### config.mk
export PLATFORM = sky130hd
export DESIGN_NAME = command_line_tokenizer
export DESIGN_NICKNAME = d
export VERILOG_FILES = /design/src/sv/clt_pkg.sv /design/src/sv/clt_step.sv /design/src/sv/command_line_tokenizer.sv
export SDC_FILE = /design/constraint.sdc
export NUM_CORES = 1
export LEC_CHECK = 0
export ABC_AREA = 1
export BUFFER_PORTS_ARGS = -buffer_cell sky130_fd_sc_hd__buf_2
export CORE_ASPECT_RATIO = 0.75
export CORE_UTILIZATION = 51
export CTS_CLUSTER_SIZE = 28
export DETAILED_ROUTE_END_ITERATION = 7
export GPL_TIMING_DRIVEN = 0
export PLACE_DENSITY = 0.82
export REMOVE_ABC_BUFFERS = 1
export SLEW_MARGIN = 25
export SYNTH_ARGS = -nofsm -noshare
export SYNTH_HDL_FRONTEND = slang
export SYNTH_SLANG_ARGS = --single-unit
### constraint.sdc
create_clock -name clk -period 4.1 [get_ports clk]
set_input_delay 0.615 -clock clk [delete_from_list [all_inputs] [get_ports clk]]
set_output_delay 0.615 -clock clk [all_outputs]
set_load 0.005 [all_outputs]
### src/sv/clt_pkg.sv
package clt_pkg;

    localparam logic [3:0] MAX_ARGS  = 4'd8;
    localparam logic [3:0] COUNT_MAX = 4'd15;

    localparam logic [7:0] CHAR_NUL    = 8'h00;
    localparam logic [7:0] CHAR_TAB    = 8'h09;
    localparam logic [7:0] CHAR_LF     = 8'h0A;
    localparam logic [7:0] CHAR_CR     = 8'h0D;
    localparam logic [7:0] CHAR_SPACE  = 8'h20;
    localparam logic [7:0] CHAR_DQUOTE = 8'h22;
    localparam logic [7:0] CHAR_SQUOTE = 8'h27;
    localparam logic [7:0] CHAR_SLASH  = 8'h2F;

    typedef enum logic [2:0] {
        MODE_IDLE        = 3'd0,
        MODE_AFTER_QUOTE = 3'd1,
        MODE_QUOTE_START = 3'd2,
        MODE_QUOTE_BODY  = 3'd3,
        MODE_TOKEN       = 3'd4,
        MODE_DONE        = 3'd5
    } scan_mode_t;

    typedef struct packed {
        scan_mode_t  scan_mode;
        logic [7:0]  open_quote;
        logic [3:0]  args_seen;
    } scan_state_t;

    typedef struct packed {
        logic [7:0]  out_char;
        logic        arg_start;
        logic        arg_end;
        logic [3:0]  arg_index;
        logic        line_done;
        logic [3:0]  arg_count;
    } scan_result_t;

endpackage

### src/sv/clt_step.sv
module clt_step (
    input  logic [7:0]            in_char,
    input  clt_pkg::scan_state_t  state,
    output clt_pkg::scan_state_t  state_next,
    output clt_pkg::scan_result_t result
);

    clt_pkg::scan_mode_t mode;
    logic                is_delim;
    logic                is_quote;
    logic                idle_like;
    logic [3:0]          bumped;

    assign is_delim = (in_char == clt_pkg::CHAR_LF) || (in_char == clt_pkg::CHAR_CR) ||
                      (in_char == clt_pkg::CHAR_TAB) || (in_char == clt_pkg::CHAR_SPACE) ||
                      (in_char == clt_pkg::CHAR_SLASH);
    assign is_quote = (in_char == clt_pkg::CHAR_SQUOTE) ||
                      (in_char == clt_pkg::CHAR_DQUOTE) || (in_char == clt_pkg::CHAR_TAB);
    assign bumped   = (state.args_seen == clt_pkg::COUNT_MAX) ? clt_pkg::COUNT_MAX
                                                             : state.args_seen + 4'd1;

    always_comb
    begin
        mode              = state.scan_mode;
        state_next        = state;
        result.out_char   = in_char;
        result.arg_start  = 1'b0;
        result.arg_end    = 1'b0;
        result.arg_index  = 4'd0;
        result.line_done  = 1'b0;
        result.arg_count  = state.args_seen;
        idle_like         = 1'b0;

        // quoted argument begins on the character after the opening quote
        if (mode == clt_pkg::MODE_QUOTE_START)
        begin
            result.arg_start = 1'b1;
            result.arg_index = state.args_seen - 4'd1;
            mode             = clt_pkg::MODE_QUOTE_BODY;
        end

        if (in_char == clt_pkg::CHAR_NUL)
        begin
            result.line_done      = 1'b1;
            state_next.scan_mode  = clt_pkg::MODE_IDLE;
            state_next.open_quote = 8'd0;
            state_next.args_seen  = 4'd0;
        end
        else
        begin
            unique case (mode)
                clt_pkg::MODE_AFTER_QUOTE:
                begin
                    idle_like = 1'b1;
                end
                clt_pkg::MODE_TOKEN:
                begin
                    if (is_delim)
                    begin
                        result.out_char = 8'd0;
                        result.arg_end  = 1'b1;
                        mode            = clt_pkg::MODE_IDLE;
                    end
                end
                clt_pkg::MODE_QUOTE_BODY:
                begin
                    if (in_char == state.open_quote)
                    begin
                        result.out_char = 8'd0;
                        result.arg_end  = 1'b1;
                        mode            = clt_pkg::MODE_AFTER_QUOTE;
                    end
                end
                clt_pkg::MODE_DONE:
                begin
                    result.line_done = 1'b1;
                end
                default:
                begin
                    // idle and unused codes
                    if (is_quote)
                    begin
                        state_next.args_seen = bumped;
                        if (state.args_seen >= clt_pkg::MAX_ARGS)
                        begin
                            mode             = clt_pkg::MODE_DONE;
                            result.line_done = 1'b1;
                        end
                        else
                        begin
                            state_next.open_quote = in_char;
                            mode                  = clt_pkg::MODE_QUOTE_START;
                        end
                    end
                    else
                    begin
                        idle_like = 1'b1;
                    end
                end
            endcase

            if (idle_like)
            begin
                if (is_delim)
                begin
                    mode = clt_pkg::MODE_IDLE;
                end
                else
                begin
                    result.arg_start     = 1'b1;
                    result.arg_index     = state.args_seen;
                    state_next.args_seen = bumped;
                    if (state.args_seen >= clt_pkg::MAX_ARGS)
                    begin
                        mode             = clt_pkg::MODE_DONE;
                        result.line_done = 1'b1;
                    end
                    else
                    begin
                        mode = clt_pkg::MODE_TOKEN;
                    end
                end
            end

            state_next.scan_mode = mode;
            result.arg_count     = state_next.args_seen;
        end
    end

endmodule

### src/sv/command_line_tokenizer.sv
// Splits a command line into arguments, one character per transaction. Every input
// character yields exactly one output transaction carrying the character as rewritten
// (zero where a delimiter ended a token or a closing quote stood), argument start and
// end flags, the index of a starting argument and the running count; tlast marks the
// end of line (zero character) or an exceeded argument limit. The block takes one
// character per cycle while the output is not stalled: the scan state update is a short
// combinational step, and a single output register holds the result, so input is
// taken whenever that register is empty or being drained in the same cycle.
module command_line_tokenizer (
    input  logic        clk,
    input  logic        rst_n,

    input  logic        s_tvalid,
    output logic        s_tready,
    input  logic [7:0]  s_tdata,   // in_char[7:0]

    output logic        m_tvalid,
    input  logic        m_tready,
    output logic [15:0] m_tdata,   // out_char[7:0], arg_index[11:8], arg_count[15:12]
    output logic [1:0]  m_tuser,   // arg_start[0], arg_end[1]
    output logic        m_tlast    // line_done
);

    clt_pkg::scan_state_t  state_reg;
    clt_pkg::scan_state_t  state_next;
    clt_pkg::scan_result_t result_next;
    clt_pkg::scan_result_t out_reg;
    logic                  out_valid_reg;
    logic                  accept;

    assign s_tready = !out_valid_reg || m_tready;
    assign accept   = s_tvalid && s_tready;

    clt_step u_step (
        .in_char    (s_tdata),
        .state      (state_reg),
        .state_next (state_next),
        .result     (result_next)
    );

    always_ff @(posedge clk or negedge rst_n)
    begin
        if (!rst_n)
        begin
            state_reg.scan_mode  <= clt_pkg::MODE_IDLE;
            state_reg.open_quote <= 8'd0;
            state_reg.args_seen  <= 4'd0;
            out_valid_reg        <= 1'b0;
        end
        else
        begin
            if (accept)
            begin
                state_reg <= state_next;
            end
            if (accept)
            begin
                out_valid_reg <= 1'b1;
            end
            else if (m_tready)
            begin
                out_valid_reg <= 1'b0;
            end
        end
    end

    always_ff @(posedge clk)
    begin
        if (accept)
        begin
            out_reg <= result_next;
        end
    end

    assign m_tvalid = out_valid_reg;
    assign m_tdata  = {out_reg.arg_count, out_reg.arg_index, out_reg.out_char};
    assign m_tuser  = {out_reg.arg_end, out_reg.arg_start};
    assign m_tlast  = out_reg.line_done;

    // a rewritten terminator is always a zero character
    assert property (@(posedge clk) disable iff (!rst_n)
        (m_tvalid && m_tuser[1]) |-> (m_tdata[7:0] == 8'd0))
    else $error("arg_end without zero character");

    // any mode inside or after an argument implies at least one counted argument
    assert property (@(posedge clk) disable iff (!rst_n)
        (state_reg.scan_mode != clt_pkg::MODE_IDLE) |-> (state_reg.args_seen != 4'd0))
    else $error("argument mode with zero count");

    // end of line returns the scanner to the start of a fresh line
    assert property (@(posedge clk) disable iff (!rst_n)
        (accept && (s_tdata == 8'd0)) |=>
        ((state_reg.scan_mode == clt_pkg::MODE_IDLE) && (state_reg.args_seen == 4'd0)))
    else $error("scan state not cleared after end of line");

endmodule

# After elaboration in Yosys (flattened, before gate mapping)
# Cells that the tools add are included.
# op_classes
addsub	2
order_cmp	1
n_eq_ne	16
muxes	39
reduce_logical	17
# ops
op	count
== test 8 x 6 -> 1 bit (second input constant)	4
== test 8 x 4 -> 1 bit (second input constant)	3
2-to-1 mux 12 bit	2
2-to-1 mux 8 bit	3
2-to-1 mux 3 bit	7
2-to-1 mux 4 bit	5
case mux 8 bit (2 select lines)	1
2-to-1 mux 15 bit	1
2-to-1 mux 14 bit	1
2-to-1 mux 1 bit	13
2-to-1 mux 5 bit	2
case mux 3 bit (3 select lines)	1
== test 8 bit	1
zero test 8 bit	1
logical OR 1 bit	7
== test 3 x 2 -> 1 bit (second input constant)	2
== test 3 bit (second input constant)	2
case mux 1 bit (2 select lines)	3
OR reduction 3 bit	2
adder 4 x 1 -> 4 bit (second input constant)	1
== test 4 bit (second input constant)	1
greater-or-equal comparator 4 bit (second input constant)	1
!= test 2 x 1 -> 1 bit (second input constant)	2
AND reduction 4 bit	1
other kinds (7)	8
# totals
reg_bits	35
inputBits	12
output_inout_bits	21
wordCells	85

# Depth between registers and ports, before layout
# logic_depth
word_depth	9
mapped_depth	13
depth_no_buf	13

# Hierarchy
# Synthesis repeated with hierarchy kept, for this count alone.
# hier_totals
hier_cells	299
area_unflattened_um2	2260.9
# by_module_without_submodules
mod	instances	cells_each	area_each_um2	seq_area_each_um2
command_line_tokenizer	1	89	1229.9	970.9
clt_step	1	210	1031.0	0.0

# Worst setup path before layout
# No wires, ideal clock.
# synth_path
kind	input port to flip-flop
start	in m_tready
end	reg state_reg[5] (netlist bit)
setup_ns	0.127
arrival_ns	1.991
required_time_ns	3.973
slack_ns	1.982
path_stages	8
path_buffers	0
path_cell_list	inv_1 > nand2_1 > nand2_1 > clkinv_1 > nand2_4 > inv_2 > nand4_1 > o21ai_0
# synth_via
elab_chain_len	3
# synth_rtl
item	line_no	rtl
start: declaration	command_line_tokenizer.sv:18	input logic m_tready,
logical OR 1 bit	command_line_tokenizer.sv:31	assign s_tready = !out_valid_reg || m_tready;
named net s_tready	command_line_tokenizer.sv:14	output logic s_tready,
logical AND 1 bit	command_line_tokenizer.sv:32	assign accept = s_tvalid && s_tready;
named net accept	command_line_tokenizer.sv:29	logic accept;
AND reduction 4 bit (no line)	--	
end signal: assignment	command_line_tokenizer.sv:54	state_reg <= state_next;
end: declaration	command_line_tokenizer.sv:24	clt_pkg::scan_state_t state_reg;
# The timed path passes the listed nets, and every way through them passes these cells.
# A chain may end at the register's enable or synchronous reset.

# Worst setup path in the final report
# layout_path
start	in m_tready
end	reg state_reg[9] (netlist bit)
# layout_via
elab_chain_len	3
# layout_rtl
item	line_no
logical OR 1 bit	command_line_tokenizer.sv:31
logical AND 1 bit	command_line_tokenizer.sv:32
named net accept	command_line_tokenizer.sv:29
AND reduction 4 bit (no line)	--
# The timed path passes the listed nets, and every way through them passes these cells.

==> summary.md <==
| Metric | Value |
|---|---|
| Clock sinks | `35` |
| Post-CTS Setup Repair Bufs | `0` |
| Fin crit period | `approximately 2.4 ns` |
| RSZ-0062 raised after global routing | `false` |
| Power density over cell area | `around 600 nW/um^2` |
| Slowest-stage cell, CP | `clkinv_1` |
| Crit path cell chain | `buf_2, inv_1, nand2_1, nand2_1, clkinv_1, nand2_4, inv_2, nand4_1, o21ai_0` |
| Commonest non-fill, non-tap cell in the layout | `nand2_1` |
| Reg2reg setup slack | `1.85 ns` |
| CP arrival | `between 2 and 3 ns` |
| Initial Utilization | `0.538` |
| # fillers | `about 320` |
| CTS Buf Count | `5` |
| Max-Cap Viols | `0` |
| CP max FO | `26` |
| Post-layout net count | `approximately 290` |
| Vias in the first global route | `about 1400` |
| Initial antenna violation count | `0` |
| Met1 Use GR | `0.315` |
| CP endpoint kind | `flip-flop` |
| Period utilisation layout | `0.579` |
| Final Hold Fails | `0` |
| FF-to-FF End | `state_reg[9]` |
| Synth warn | `0` |
| Hold_buf cts | `0` |
| Area contributors post-synth | `edfxtp_1, dfrtp_1, nand2_1, nor2_1, inv_1` |
| Full die area | `4170 um^2` |
| Critical setup path kind | `input pin to flip-flop` |
| Clock buffer depth | `2` |
| # rows | `19` |
| Syn Inst Count | `approximately 240` |
| Area growth from synthesis to layout | `15.1%` |
| EDFF count, synth | `19` |
| Routed vias | `roughly 1600` |
| Seq. cell area | `about 1000 um^2` |
| Final Non-Filler Cells | `between 300 and 400` |
| Final WS setup | `1.73 ns` |
| Setup Skew | `0.00470 ns` |
| Critical Path End | `state_reg[9]` |
| Mapped Area | `1990 um^2` |
| Largest register FFs | `16` |
| # H-tree levels | `2` |
| Detailed placement HPWL | `around 2800 um` |
| Synth cell types | `30` |
| Drt wl/cell | `10.9 um` |
| Ys async rst share | `0.457` |
| Worst path bufs/invs | `4` |
| Die Span X | `roughly 74 um` |
| Vert. Die Dim | `around 56 um` |
| DR iter-0 viols | `roughly 180` |
| Share of layout cells above drive strength 1 | `0.227` |
| # resized after CTS | `0` |
| Setup Viol. Count Final | `0` |
| # placed instances | `322` |
| Final TNS setup | `0 ns` |
| WP data required | `4.25 ns` |
| Reg2reg start | `m_tvalid` |
| GR Overflow Total | `0` |
| Status | `finished clean` |
| Critical Path Source Type | `input pin` |
| R2r worst-path depth | `7` |
| Global-route wire length before repair | `between 6000 and 7000 um` |
| CTS tree | `done` |
| CP top delay family | `buffers and inverters` |
| Most used cell, CP | `nand2_1` |
| Max Fclk | `approximately 0.42 GHz` |
| GR met3 Demand/Resource | `0.0489` |
| Pleak | `about 1.1 nW` |
| Met2 Use GR | `0.261` |
| IO buf count | `32` |
| Syn Area/Cell | `between 8 and 9 um^2` |
| Placer Congestion | `~0.91` |
| VDD IR max | `0.000260 V` |
| Final wirelength | `3610 um` |
| Slew Limit Fails | `0` |
| Top-area cell type share of the netlist area | `0.286` |
| Gr busiest metal | `met1` |
| Detail Route Antenna Nets | `0` |
| Multi-input logic area | `about 900 um^2` |
| Area of the core | `roughly 3700 um^2` |
| Worst-Margin Slew | `between 0.8 and 0.9 ns` |
| Worst rel slew slack | `0.401` |
| Clock latency on the worst-skew pair | `between 0.2 and 0.3 ns` |
| Ports | `33` |
| DRT Pass-1 Iters | `4` |
| Number of synthesized register bits | `35` |
| Seq/Total Area, Yosys | `0.487` |
| HP Class | `input pin to async pin` |
| Root buffer cell | `clkbuf_8` |
| Final instance area | `2300 um^2` |
| Crit. Startpoint | `m_tready` |
| Largest stage delay, worst path | `0.78 ns` |
| Post-Route Utilization | `0.619` |
| Pin count of the biggest net entering global routing | `27` |
| Critical Path Stages | `9` |
| Total track usage | `0.201` |
| Synth area leader | `edfxtp_1` |
| Worst slack, placed | `1.46 ns` |
| Commonest non-fill, non-tap cells in the layout | `nand2_1, nor2_1, buf_2` |
| Remaining DRCs | `0` |
| Antenna Cells | `0` |
| Top FF cell, synth | `edfxtp_1` |
| Vias per inst | `between 4 and 5` |
| CTS clk-pin slew, worst paths | `approximately 0.060 ns` |
| Post-DP Area | `~2200 um^2` |
==> area by class of cell <==
cell class / count / area share
inverter: 34 / 0.0567
tap: 52 / 0.0283
multi-input combinational: 169 / 0.387
clock inverter: 2 / 0.00327
timing repair buffer: 32 / 0.0698
clock buffer: 6 / 0.0316
sequential: 35 / 0.423
==> worst min-delay path by stage <==
stage | start | to | slack (ns)
finish | rst_n | state_reg[5] | 0.24
global route | rst_n | state_reg[8] | 0.25
CTS | rst_n | state_reg[8] | 0.24
detailed placement | state_reg[11] | state_reg[11] | 0.47
global placement | state_reg[11] | state_reg[11] | 0.47
floorplan | rst_n | m_tvalid | 0.32
==> through the flow <==
step | hold slack, ns | power (mW)
floorplan | 0.319 | 0.994
global placement | 0.473 | 1.12
detailed placement | 0.475 | 1.13
CTS | 0.242 | 1.36
global route | 0.249 | 1.49
finish | 0.238 | 1.36
==> cell usage after synthesis (2+ instances only) <==
library cell,instances
nor2_2,2
clkinv_1,2
nand3_2,2
xnor2_1,5
nand2_2,5
edfxtp_1,19
ha_1,2
nand4_1,5
nand2_4,5
nor2_1,35
o31ai_1,4
nand3_1,14
nand2_1,66
inv_1,26
o211ai_1,2
a21oi_1,4
dfrtp_1,16
inv_2,5
o21ai_1,4
o21ai_0,6
==> cells by family (layout without fill, tap and decap cells) <==
| family | count (synthesis) | count (layout) | synth area share |
|---|---|---|---|
| AO/OA/AOI/OAI | 23 | 23 | 0.0734 |
| XOR/XNOR | 6 | 6 | 0.0263 |
| adder cells (fa/ha/maj) | 2 | 2 | 0.0125 |
| buffers and inverters | 35 | 74 | 0.0671 |
| flip-flops | 35 | 35 | 0.487 |
| AND/OR/NAND/NOR | 138 | 138 | 0.334 |
==> routing by layer <==
metal  up-vias  share of wire  routed length (um)
met1       708           0.51                1850
met3         4          0.071                 255
met2        57           0.40                1460
met4         0          0.011                  39
met5         -              0                   0
li1        846              -                   -
==> power breakdown <==
group          leakage (nW)  internal [mW]  switching, mW
clock network        0.0403          0.115          0.105
logic                 0.717          0.218          0.367
registers             0.385          0.484         0.0670
No activity file was read; power rests on OpenSTA's default activity.
